## src/hw/rtl/hcbd_pkg.sv

```systemverilog
package hcbd_pkg;

    localparam int MAX_LINE_CHARS = 8;
    localparam int LINE_W         = $clog2(MAX_LINE_CHARS + 1);
    localparam int SIZE_W         = 28;
    localparam int HEX_W          = 4;

    localparam logic [7:0] CHAR_CR = 8'h0D;
    localparam logic [7:0] CHAR_LF = 8'h0A;

    typedef enum logic [5:0] {
        PH_LINE    = 6'b000001,
        PH_BREAK   = 6'b000010,
        PH_PAYLOAD = 6'b000100,
        PH_SKIP    = 6'b001000,
        PH_FINAL   = 6'b010000,
        PH_STOP    = 6'b100000
    } t_phase;

    typedef struct packed {
        logic [7:0] in_byte;
        logic       begin_body;
    } t_in_item;

    typedef struct packed {
        logic       payload_valid;
        logic [7:0] payload_byte;
        logic       chunk_last;
        logic       body_done;
        logic       framing_error;
        logic       bad_line_break;
    } t_out_item;

    typedef struct packed {
        t_phase              phase;
        logic [LINE_W-1:0]   line_chars;
        logic [SIZE_W-1:0]   size_accum;
        logic                digits_stopped;
        logic [SIZE_W-1:0]   bytes_left;
        logic                skip_left;
    } t_state;

    localparam t_state STATE_RESET = '{
        phase:          PH_LINE,
        line_chars:     '0,
        size_accum:     '0,
        digits_stopped: 1'b0,
        bytes_left:     '0,
        skip_left:      1'b0
    };

    // bit HEX_W flags a hex digit, low bits give its value
    function automatic logic [HEX_W:0] hex_decode(input logic [7:0] c);
        logic [HEX_W:0] r;
        r = '0;
        case (c) inside
            [8'h30:8'h39]: r = {1'b1, 4'(c - 8'h30)};
            [8'h61:8'h66]: r = {1'b1, 4'(c - 8'h57)};
            [8'h41:8'h46]: r = {1'b1, 4'(c - 8'h37)};
            default:       r = '0;
        endcase
        return r;
    endfunction

endpackage

```

## src/hw/rtl/hcbd_step.sv

```systemverilog
module hcbd_step (
    input  hcbd_pkg::t_state    i_state,
    input  hcbd_pkg::t_in_item  i_item,
    output hcbd_pkg::t_state    o_state,
    output hcbd_pkg::t_out_item o_result
);
    import hcbd_pkg::*;

    t_state         s;
    t_state         n;
    t_out_item      res;
    logic [HEX_W:0] hex;

    assign hex = hex_decode(i_item.in_byte);

    always_comb begin
        s   = i_item.begin_body ? STATE_RESET : i_state;
        n   = s;
        res = '0;
        case (s.phase)
            PH_LINE: begin
                if (i_item.in_byte == CHAR_CR) begin
                    n.phase = PH_BREAK;
                end else begin
                    if (s.line_chars < LINE_W'(MAX_LINE_CHARS)) begin
                        n.line_chars = s.line_chars + LINE_W'(1);
                    end
                    if (!s.digits_stopped) begin
                        if (!hex[HEX_W]) begin
                            n.digits_stopped = 1'b1;
                        end else if (s.size_accum[SIZE_W-1 -: HEX_W] != '0) begin
                            n.size_accum = '1;
                        end else begin
                            n.size_accum = {s.size_accum[SIZE_W-HEX_W-1:0], hex[HEX_W-1:0]};
                        end
                    end
                end
            end
            PH_BREAK: begin
                res.bad_line_break = (i_item.in_byte != CHAR_LF);
                if (s.line_chars == '0 || s.line_chars >= LINE_W'(MAX_LINE_CHARS)) begin
                    res.framing_error = 1'b1;
                    n.phase           = PH_STOP;
                end else if (s.size_accum != '0) begin
                    n.bytes_left = s.size_accum;
                    n.phase      = PH_PAYLOAD;
                end else begin
                    n.skip_left = 1'b1;
                    n.phase     = PH_FINAL;
                end
            end
            PH_PAYLOAD: begin
                res.payload_valid = 1'b1;
                res.payload_byte  = i_item.in_byte;
                if (s.bytes_left <= SIZE_W'(1)) begin
                    n.bytes_left   = '0;
                    res.chunk_last = 1'b1;
                    n.skip_left    = 1'b1;
                    n.phase        = PH_SKIP;
                end else begin
                    n.bytes_left = s.bytes_left - SIZE_W'(1);
                end
            end
            PH_SKIP: begin
                if (s.skip_left) begin
                    n.skip_left = 1'b0;
                end else begin
                    n.phase          = PH_LINE;
                    n.line_chars     = '0;
                    n.size_accum     = '0;
                    n.digits_stopped = 1'b0;
                end
            end
            PH_FINAL: begin
                if (s.skip_left) begin
                    n.skip_left = 1'b0;
                end else begin
                    res.body_done = 1'b1;
                    n.phase       = PH_STOP;
                end
            end
            default: begin
                n.phase = PH_STOP;
            end
        endcase
    end

    assign o_state  = n;
    assign o_result = res;

endmodule

```

## src/hw/rtl/http_chunked_body_decoder.sv

```systemverilog
// Results are registered: input register, then the combinational decode step, then result register.
// Throughput: one byte per cycle unless the output stalls; decode step is combinational.
// Back-pressure on the output stalls the input register only when both stages are full.
// Reset (i_rst_n low, synchronous): both stages empty, decoder waits for a size line.
module http_chunked_body_decoder (
    input  logic                i_clk,
    input  logic                i_rst_n,
    input  logic                i_in_valid,
    output logic                o_in_ready,
    input  hcbd_pkg::t_in_item  i_in_item,
    output logic                o_out_valid,
    input  logic                i_out_ready,
    output hcbd_pkg::t_out_item o_out_item
);
    import hcbd_pkg::*;

    logic      r_in_valid;
    t_in_item  r_in_item;
    logic      r_out_valid;
    t_out_item r_out_item;
    t_state    r_state;
    t_state    n_state;
    t_out_item n_out_item;
    logic      advance;

    hcbd_step u_step (
        .i_state  (r_state),
        .i_item   (r_in_item),
        .o_state  (n_state),
        .o_result (n_out_item)
    );

    assign advance    = r_in_valid && (!r_out_valid || i_out_ready);
    assign o_in_ready = i_rst_n && (!r_in_valid || advance);

    always_ff @(posedge i_clk) begin
        if (!i_rst_n) begin
            r_in_valid  <= 1'b0;
            r_out_valid <= 1'b0;
            r_state     <= STATE_RESET;
        end else begin
            if (o_in_ready) begin
                r_in_valid <= i_in_valid;
            end
            if (advance) begin
                r_out_valid <= 1'b1;
                r_state     <= n_state;
            end else if (i_out_ready) begin
                r_out_valid <= 1'b0;
            end
        end
    end

    always_ff @(posedge i_clk) begin
        if (o_in_ready && i_in_valid) begin
            r_in_item <= i_in_item;
        end
        if (advance) begin
            r_out_item <= n_out_item;
        end
    end

    assign o_out_valid = r_out_valid;
    assign o_out_item  = r_out_item;

    a_phase_onehot: assert property (@(posedge i_clk) disable iff (!i_rst_n)
        $onehot(r_state.phase))
        else $error("phase register not one-hot");

    a_byte_zero: assert property (@(posedge i_clk) disable iff (!i_rst_n)
        r_out_valid && !r_out_item.payload_valid |-> r_out_item.payload_byte == '0)
        else $error("payload byte nonzero on a non-payload item");

    a_last_is_payload: assert property (@(posedge i_clk) disable iff (!i_rst_n)
        r_out_valid && r_out_item.chunk_last |-> r_out_item.payload_valid)
        else $error("chunk_last without payload");

    a_done_stops: assert property (@(posedge i_clk) disable iff (!i_rst_n)
        advance && (n_out_item.body_done || n_out_item.framing_error)
        |=> r_state.phase == PH_STOP)
        else $error("decoder not stopped after end or error");

    a_stall_state: assert property (@(posedge i_clk) disable iff (!i_rst_n)
        !advance |=> $stable(r_state))
        else $error("state changed without an item");

endmodule

```

## config.mk

```make
export PLATFORM = sky130hd
export DESIGN_NAME = http_chunked_body_decoder
export DESIGN_NICKNAME = d
export VERILOG_FILES = /design/src/hw/rtl/hcbd_pkg.sv /design/src/hw/rtl/hcbd_step.sv /design/src/hw/rtl/http_chunked_body_decoder.sv
export SDC_FILE = /design/constraint.sdc
export NUM_CORES = 1
export LEC_CHECK = 0
export ABC_AREA = 1
export BUFFER_PORTS_ARGS = -buffer_cell sky130_fd_sc_hd__buf_4
export CAP_MARGIN = 20
export CORE_AREA = 4 4 111 113
export DETAILED_ROUTE_END_ITERATION = 10
export DIE_AREA = 0 0 115 117
export HOLD_SLACK_MARGIN = 0.03
export PLACE_DENSITY = 0.77
export SLEW_MARGIN = 25
export SYNTH_ARGS = -nofsm -noshare
export SYNTH_HDL_FRONTEND = slang
export SYNTH_SLANG_ARGS = --single-unit
```

## constraint.sdc

```tcl
create_clock -name i_clk -period 2.4 [get_ports i_clk]
set_input_delay 0 -clock i_clk [delete_from_list [all_inputs] [get_ports i_clk]]
set_output_delay 0 -clock i_clk [all_outputs]
set_load 0.005 [all_outputs]
```

==> impl_metrics.ini, run 1 <==
[outcome]
outcome = finished clean

[clock_network]
clkSinkCount = 92
path_clk_slew_ns = 0.07
cts_root_buf = clkbuf_16
cts_max_level = 3
cts_buffers = 9
cts_tree = yes
cts_buffer_depth = 2
clkLatencyLatePin_ns = 0.36

[layout]
antenna_cells = 0
fill_cells = 1051
final_nets = 1117
area_delta_synth_final_pct = 10.94
drive_gt1_frac = 0.1108

[synth]
synth-edff-count = 22
synth_nets = 1093
synth.cell_area_mm2 = 0.006666
synth_ff_type = dfxtp_1
synth_top_area_share = 0.2102
ys_types = 37
synth.most_common_cell = nand2_1
ys_ff_latch = 92
synth_commonest_cells = nand2_1 (280), inv_1 (135), nor2_1 (116)
ys_top_cells_by_area = dfxtp_1 (21%), nand2_1 (16%), edfxtp_1 (9.9%)
yosysSeqAreaShare = 0.3093
yosysTopAreaCell = dfxtp_1
async_reset_ff_frac = 0
postSynthCellCount = 1072
avgSynthCellArea_um2 = 6.219
yosys_warnings = 0

[critical_path]
cp_max_fo = 10
cp_top_family = simple AND/OR/NAND/NOR gates
cp.arrival_ns = 2.53
timing.rr.start = r_in_item[0]
cp_cell_sequence = inv_2 > nand2_4 > inv_1 > ha_1 > nand2_1 > a21oi_1 > nand3_4 > nand2_4 > inv_2 > nand2_1 > nand3_1 > nand2_1 > inv_1
cp-start-kind = register
path_buf_inv = 4
r2r_slack_ns = 0.13
critPathCaptureType = register
crit_slowest_cell = edfxtp_1
worst_path_largest_cell_delay_ns = 0.42
cpMostUsedCell = nand2_1
criticalPathCategory = register to register
worstRegToRegCells = 13
r2r-end = r_state[14]
worstPathRequired_ns = 2.66

[global_routing]
grt_max_degree = 57
grt_first_pass_wirelength_um = 30790
antenna_found_initial = 0
overflow = 0
grt_pass1_vias = 6102
gr-usage-all-layers = 0.2874

[min_path]
timing.hold.worst.start = i_rst_n
hold_class = input pin to register
holdPathEnd = r_state[62]
hold_depth = 2

[place]
place_ws_ns = 0.1541
gp_congestion = 0.9410
port_buffers = 27
dpl.hpwl_um = 12970

[sta]
hold_viol_final = 0
setup_ws_ns = 0.1330
slew_violations = 0
period_needed_ns = 2.267
rsz0062_at_grt = false
fin_tns_setup_ns = 0
setup_viol_count_final = 0
max_freq_mhz = 441.1
slew_headroom = 0.4313
clock_skew_ns = 0.006034
timing.hold.ws_ns = 0.1039
finalCritPeriodShare = 0.9446
tightestPinTransition_ns = 0.8499

[floorplanning]
initial_core_util = 0.5889
io_pins = 28
fp.dieW_um = 115
row_count = 39
core_area_mm2 = 0.01132
fp.dieH_um = 117
dieArea_mm2 = 0.01346

[route]
vias = 6975
wl_per_cell_um = 15.26
firstDrtPassIters = 7
drt-total-wl_um = 18980
drt_iter0_markers = 858
ant_nets = 0
via_per_inst = 5.607
drc = 0

[power]
p_per_area_mw_per_mm2 = 561.9
leakagePower_uw = 0.003972
ir_worst_vdd_v = 0.0003862

[job]
drv_cap = 0
==> flip-flops by register name, summed over array words and instances, names as in the netlist <==
| name | cells |
|---|---|
| r_in_item | 9 |
| o_out_valid | 1 |
| r_in_valid | 1 |
| r_state | 68 |
| o_out_item | 13 |
==> routing by layer <==
| layer | up-vias | global-route usage | share of wire |
|---|---|---|---|
| li1 | 3488 | - | - |
| met1 | 3109 | 0.4067 | 0.44 |
| met2 | 329 | 0.4398 | 0.44 |
| met3 | 49 | 0.04267 | 0.087 |
| met4 | 0 | 0.1205 | 0.031 |
| met5 | - | 0 | 0 |
==> cells by family (layout without fill, tap and decap cells) <==
logic type / count (synthesis) / in the layout / synth area share
simple gates: 549 / 549 / 0.3598
compound gates: 216 / 216 / 0.1695
buf+inv: 194 / 223 / 0.1293
flops: 92 / 92 / 0.3093
xor+xnor: 13 / 13 / 0.01708
fa+ha+maj: 8 / 8 / 0.01502
==> worst register-to-register path, cell delays in order (launching register included) <==
cell and delay (ns):
edfxtp_1 0.42, inv_2 0.20, nand2_4 0.12, inv_1 0.09, ha_1 0.14, nand2_1 0.06
a21oi_1 0.34, nand3_4 0.23, nand2_4 0.17, inv_2 0.12, nand2_1 0.09, nand3_1 0.09
nand2_1 0.07, inv_1 0.04
==> report_power, final <==
part / internal [uW] / leakage, uW / switching [uW]
registers: 1670 / 0.000784 / 69.0
clock network: 819 / 0.000141 / 669
logic: 315 / 0.00305 / 612
==> layout make-up <==
class                   count  area, um^2  area share
clock buffers              10       229.0     0.03096
multi-input cells         786        3762      0.5087
inverters                 143       536.8     0.07258
clock inverters             6       71.32    0.009643
repair buffers             64       555.5     0.07511
flip-flops and latches     92        2062      0.2788
well taps                 143       178.9     0.02419
==> worst max path at each step <==
stage / depth (start not counted) / end / slack (ns) / from
after floorplan: 15 / r_state[6] / 0.36 / r_in_item[0]
after global placement: 12 / r_state[7] / 0.21 / r_in_item[0]
after detailed placement: 12 / r_state[4] / 0.15 / r_in_item[0]
after CTS: 12 / r_state[6] / 0.14 / r_in_item[0]
after global routing: 12 / r_state[32] / 0.02 / r_in_item[2]
final: 13 / r_state[14] / 0.13 / r_in_item[0]
==> cells in the final DEF, fill, tap and decap left out, types with 4 or more instances in the layout <==
| master | synthesis | routed |
|---|---|---|
| nand3_1 | 92 | 92 |
| ha_1 | 8 | 8 |
| nand4_1 | 17 | 17 |
| a21oi_1 | 96 | 96 |
| edfxtp_1 | 22 | 22 |
| nand2_1 | 280 | 279 |
| o211ai_1 | 4 | 4 |
| clkbuf_16 | 0 | 9 |
| nand2_4 | 6 | 7 |
| o21ai_0 | 97 | 97 |
| dlygate4sd3_1 | 0 | 12 |
| o21ai_2 | 6 | 6 |
| nand2_2 | 15 | 15 |
| xor2_1 | 11 | 11 |
| buf_4 | 4 | 47 |
| o21ai_1 | 7 | 7 |
| inv_2 | 5 | 6 |
| nor2_2 | 10 | 12 |
| inv_1 | 135 | 135 |
| dfxtp_1 | 70 | 70 |
| nor2_1 | 116 | 114 |
==> through the flow <==
stage | utilization | power [uW] | std cells | cell area [um^2]
2_1_floorplan | - | 2433 | 1072 | 6666
3_3_place_gp | 0.6137 | 2641 | 1216 | 6948
3_5_place_dp | 0.6137 | 2652 | 1216 | 6948
4_1_cts | 0.6509 | 4134 | 1244 | 7368
5_1_grt | 0.6533 | 4334 | 1244 | 7396
6_report | 0.6533 | 4156 | 1244 | 7396
==> repair_timing <==
item / 4_1_cts / 5_1_grt
resized for setup: 0 / 7
buffers inserted: 0 / 0
hold buffers: 12 / 0
endpoints found under the setup margin: 0 / 38
hold endpoints to repair: 11 / 0
Power figures use the tool's default switching activity.
==> run 2, diff against run 1 <==
- CORE_AREA: 4 4 111 113 -> 3 3 110 112
- DIE_AREA: 0 0 115 117 -> 0 0 113 115
- clock period: 2.4 -> 2.7 ns (I/O delays scaled with it)
==> impl_metrics.ini, run 2 (synthesis results as in run 1) <==
[outcome]
outcome = finished clean

[global_routing]
antenna_found_initial = 0
grt_max_degree = 43
overflow = 0
gr-usage-all-layers = 0.2876
grt_pass1_vias = 6111
grt_first_pass_wirelength_um = 30300

[layout]
final_nets = 1109
drive_gt1_frac = 0.1016
area_delta_synth_final_pct = 10.36
antenna_cells = 0
top_register = r_state
final_cells = 1236
final_cell_mix = nand2_1 (280), inv_1 (134), nor2_1 (116)
final_common_cell = nand2_1
largest_register_ffs = 68
fill_cells = 1066

[sta]
rsz0062_at_grt = false
finalCritPeriodShare = 0.9323
fin_tns_setup_ns = 0
max_freq_mhz = 397.3
setup_viol_count_final = 0
tightestPinTransition_ns = 1.014
period_needed_ns = 2.517
clock_skew_ns = 0.009496
slew_violations = 0
slew_headroom = 0.3195
hold_viol_final = 0
setup_ws_ns = 0.1829

[route]
drt-total-wl_um = 18360
ant_nets = 0
vias = 6961
wl_per_cell_um = 14.85
firstDrtPassIters = 8
drt_iter0_markers = 770
via_per_inst = 5.632
drc = 0

[floorplanning]
io_pins = 28
dieArea_mm2 = 0.01300
fp.dieW_um = 113
core_area_mm2 = 0.01132
initial_core_util = 0.5889
fp.dieH_um = 115
row_count = 39

[critical_path]
critPathCaptureType = register
cp.arrival_ns = 2.78
criticalPathCategory = register to register
cp-start-kind = register
worstPathRequired_ns = 2.96
r2r_slack_ns = 0.18
cp_max_fo = 19

[min_path]
hold_class = input pin to register

[power]
leakagePower_uw = 0.003948
p_per_area_mw_per_mm2 = 506.2
ir_worst_vdd_v = 0.0004903
finalPower_uw = 3724

[place]
placedCellCount = 1208
dpl.hpwl_um = 12590
port_buffers = 27
gp_congestion = 0.9352
place_ws_ns = 0.2211

[job]
drv_cap = 0

[clock_network]
post-cts-setup-buffer-count = 0
clkLatencyLatePin_ns = 0.36
cts_buffers = 9
clkSinkCount = 92
cts_tree = yes
cts_max_level = 3
cts_root_buf = clkbuf_16
path_clk_slew_ns = 0.07
cts_buffer_depth = 2
run 2: changes by cell type in the layout (fill, tap and decap cells not counted), moves of 2 or more:
cell      change
buf_4         -8
buf_12        +2
buf_6         -2
clkinv_1      +2
nor2_1        +2
nor2_2        -2
run 2: final cells by class:
cell class	instances	area, um^2	share of cell area
multi-input cells	786	3750	0.5097
flip-flops and latches	92	2062	0.2803
inverters	143	536.8	0.07296
repair buffers	56	513.0	0.06973
clock buffers	9	225.2	0.03061
well taps	143	178.9	0.02432
clock inverters	7	91.34	0.01241
run 2: timing repair:
item,CTS,global route
endpoints found under the setup margin,0,6
hold buffers,12,0
resized for setup,0,1
hold endpoints to repair,11,0
run 2: metal layers:
metal	track usage	share of wire	wire length [um]
met3	0.06421	0.081	1480
met2	0.4518	0.45	8329
met5	0	0	0
met1	0.3993	0.44	8145
met4	0.08333	0.022	401
run 2: path summary, 6_finish.rpt:
kind           startpoint          end  depth (start not counted)
max          r_in_item[0]  r_state[14]                         10
min               i_rst_n  r_state[62]                          2
max reg2reg  r_in_item[0]  r_state[14]                         10
min reg2reg   r_state[29]  r_state[29]                          2
run 2: per-stage QoR:
stage | instance area (um^2) | hold slack [ns] | utilization
2_1_floorplan | 6666 | 0.09887 | -
3_3_place_gp | 6913 | 0.1781 | 0.6106
3_5_place_dp | 6913 | 0.1795 | 0.6106
4_1_cts | 7350 | 0.09734 | 0.6492
5_1_grt | 7357 | 0.1265 | 0.6499
6_report | 7357 | 0.1031 | 0.6499
run 2: report_power, final:
part	internal (uW)	total [uW]	leakage, uW	switching [uW]
clock network	807	1370	0.000153	567
registers	1490	1540	0.000784	58.9
logic	275	805	0.00301	530
total	2570	3720	0.00395	1160
run 2: worst max-delay path, stage by stage (launching register included):
cell,delay (ns)
edfxtp_1,0.40
inv_2,0.33
o21ai_2,0.15
nand3_2,0.21
clkinv_1,0.58
nand2_4,0.33
inv_2,0.15
nand2_1,0.09
nand3_1,0.07
nand2_1,0.06
inv_1,0.04
==> run 3, diff against run 2 <==
- BUFFER_PORTS_ARGS: -buffer_cell sky130_fd_sc_hd__buf_4 -> -buffer_cell sky130_fd_sc_hd__buf_2
- SLEW_MARGIN: 25 -> 0
==> impl_metrics.ini, run 3 (synthesis results as in run 1) <==
[floorplanning]
row_count = 39
fp.dieH_um = 115
fp.dieW_um = 113
io_pins = 28
core_area_mm2 = 0.01132
initial_core_util = 0.5889
dieArea_mm2 = 0.01300

[sta]
max_freq_mhz = 407.5
finalCritPeriodShare = 0.9090
timing.hold.ws_ns = 0.1854
rsz0062_at_grt = false
slew_headroom = 0.4889
fin_tns_setup_ns = 0
period_needed_ns = 2.454
tightestPinTransition_ns = 0.7638
slew_violations = 0
hold_viol_final = 0
setup_viol_count_final = 0
clock_skew_ns = 0.007968

[layout]
final_cell_mix = nand2_1 (280), inv_1 (135), nor2_1 (116)
antenna_cells = 0
multi_input_area_mm2 = 0.003742
final_nets = 1110
fill_cells = 1048
regArea_mm2 = 0.002062
largest_register_ffs = 68
top_register = r_state
final_common_cell = nand2_1
area_delta_synth_final_pct = 8.164
final_cells = 1237
drive_gt1_frac = 0.1015

[critical_path]
cp.arrival_ns = 2.70
timing.rr.start = r_in_item[2]
cp_max_fo = 16
worstPathRequired_ns = 2.94
cp-start-kind = register
r2r_slack_ns = 0.25
criticalPathCategory = register to register
critPathCaptureType = register
r2r-end = r_state[50]
worstRegToRegCells = 10

[outcome]
outcome = finished clean

[place]
placedCellCount = 1209
dpl.hpwl_um = 12340
gp_congestion = 0.9412
port_buffers = 27

[clock_network]
cts-resized-gates = 0
cts_buffer_depth = 2
post-cts-setup-buffer-count = 0
clkSinkCount = 92
cts_buffers = 9
clkLatencyLatePin_ns = 0.36
cts_max_level = 3
cts_root_buf = clkbuf_16
cts_tree = yes
path_clk_slew_ns = 0.07

[job]
drv_cap = 0

[route]
met1Wirelength_um = 8192
firstDrtPassIters = 6
drt-total-wl_um = 18280
via_per_inst = 5.622
wl_per_cell_um = 14.77
wl_met2_um = 8027
dr_wl_met3_um = 1619
drc = 0
routed.top_layer = met4
drt_iter0_markers = 973
ant_nets = 0
vias = 6954

[global_routing]
grt_first_pass_wirelength_um = 29970
overflow = 0
grt_max_degree = 110
grt_pass1_vias = 6144
antenna_found_initial = 0
gr-usage-all-layers = 0.2847

[min_path]
hold_class = input pin to register
timing.hold.worst.start = i_rst_n
hold_depth = 3
holdPathEnd = r_state[62]

[power]
leakagePower_uw = 0.003900
finalPower_uw = 3550
p_per_area_mw_per_mm2 = 492.3
ir_worst_vdd_v = 0.0003468
run 3: layout make-up:
cell class                 instances  share of cell area
inverter                         143             0.07444
multi-input combinational        786              0.5190
sequential                        92              0.2860
timing repair buffer              57             0.05761
clock inverter                     6            0.006420
tap                              143             0.02481
clock buffer                      10             0.03175
run 3: power by group:
group | total (uW) | leakage, uW | internal (uW) | switching [uW]
Combinational | 784 | 0.00298 | 259 | 525
Sequential | 1550 | 0.000784 | 1490 | 59.8
Clock | 1220 | 0.000132 | 634 | 587
Total | 3550 | 0.00390 | 2380 | 1170
run 3: worst max-delay path: stages, from the launching register on:
cell and delay [ns]:
edfxtp_1 0.47, inv_1 0.15, ha_1 0.20, nand2_1 0.07, nand3_1 0.13, nand2_1 0.17, nand2_1 0.25, nand3_1 0.31
buf_4 0.30, o21ai_0 0.19, a21oi_1 0.09
run 3: repair_timing:
item / in CTS / in global routing
endpoints found under the setup margin: 0 / 0
endpoints found under the hold margin: 11 / 0
hold buffers: 12 / 0
run 3: metal layers:
metal,vias up,GRT usage
met5,-,0
met4,0,0.1178
met3,34,0.04053
met2,324,0.4388
met1,3114,0.4022
li1,3482,-
run 3: stage by stage:
stage          utilization  setup WS [ns]  cell area, um^2
2_1_floorplan            -         0.6556             6666
4_1_cts             0.6369         0.3266             7211
5_1_grt             0.6369        0.04042             7211
6_report            0.6369         0.2458             7211
3_3_place_gp        0.6020         0.3954             6815
3_5_place_dp        0.6020         0.3684             6815
run 3: worst max path at each step:
stage                      start           to  slack [ns]  cells after the start
floorplan           r_in_item[0]   r_state[6]        0.66                     15
CTS                 r_in_item[2]  r_state[53]        0.33                     10
detailed placement  r_in_item[0]   r_state[5]        0.37                     12
finish              r_in_item[2]  r_state[50]        0.25                     10
global route        r_in_item[2]  r_state[50]        0.04                     10
global placement    r_in_item[0]   r_state[6]        0.40                     12
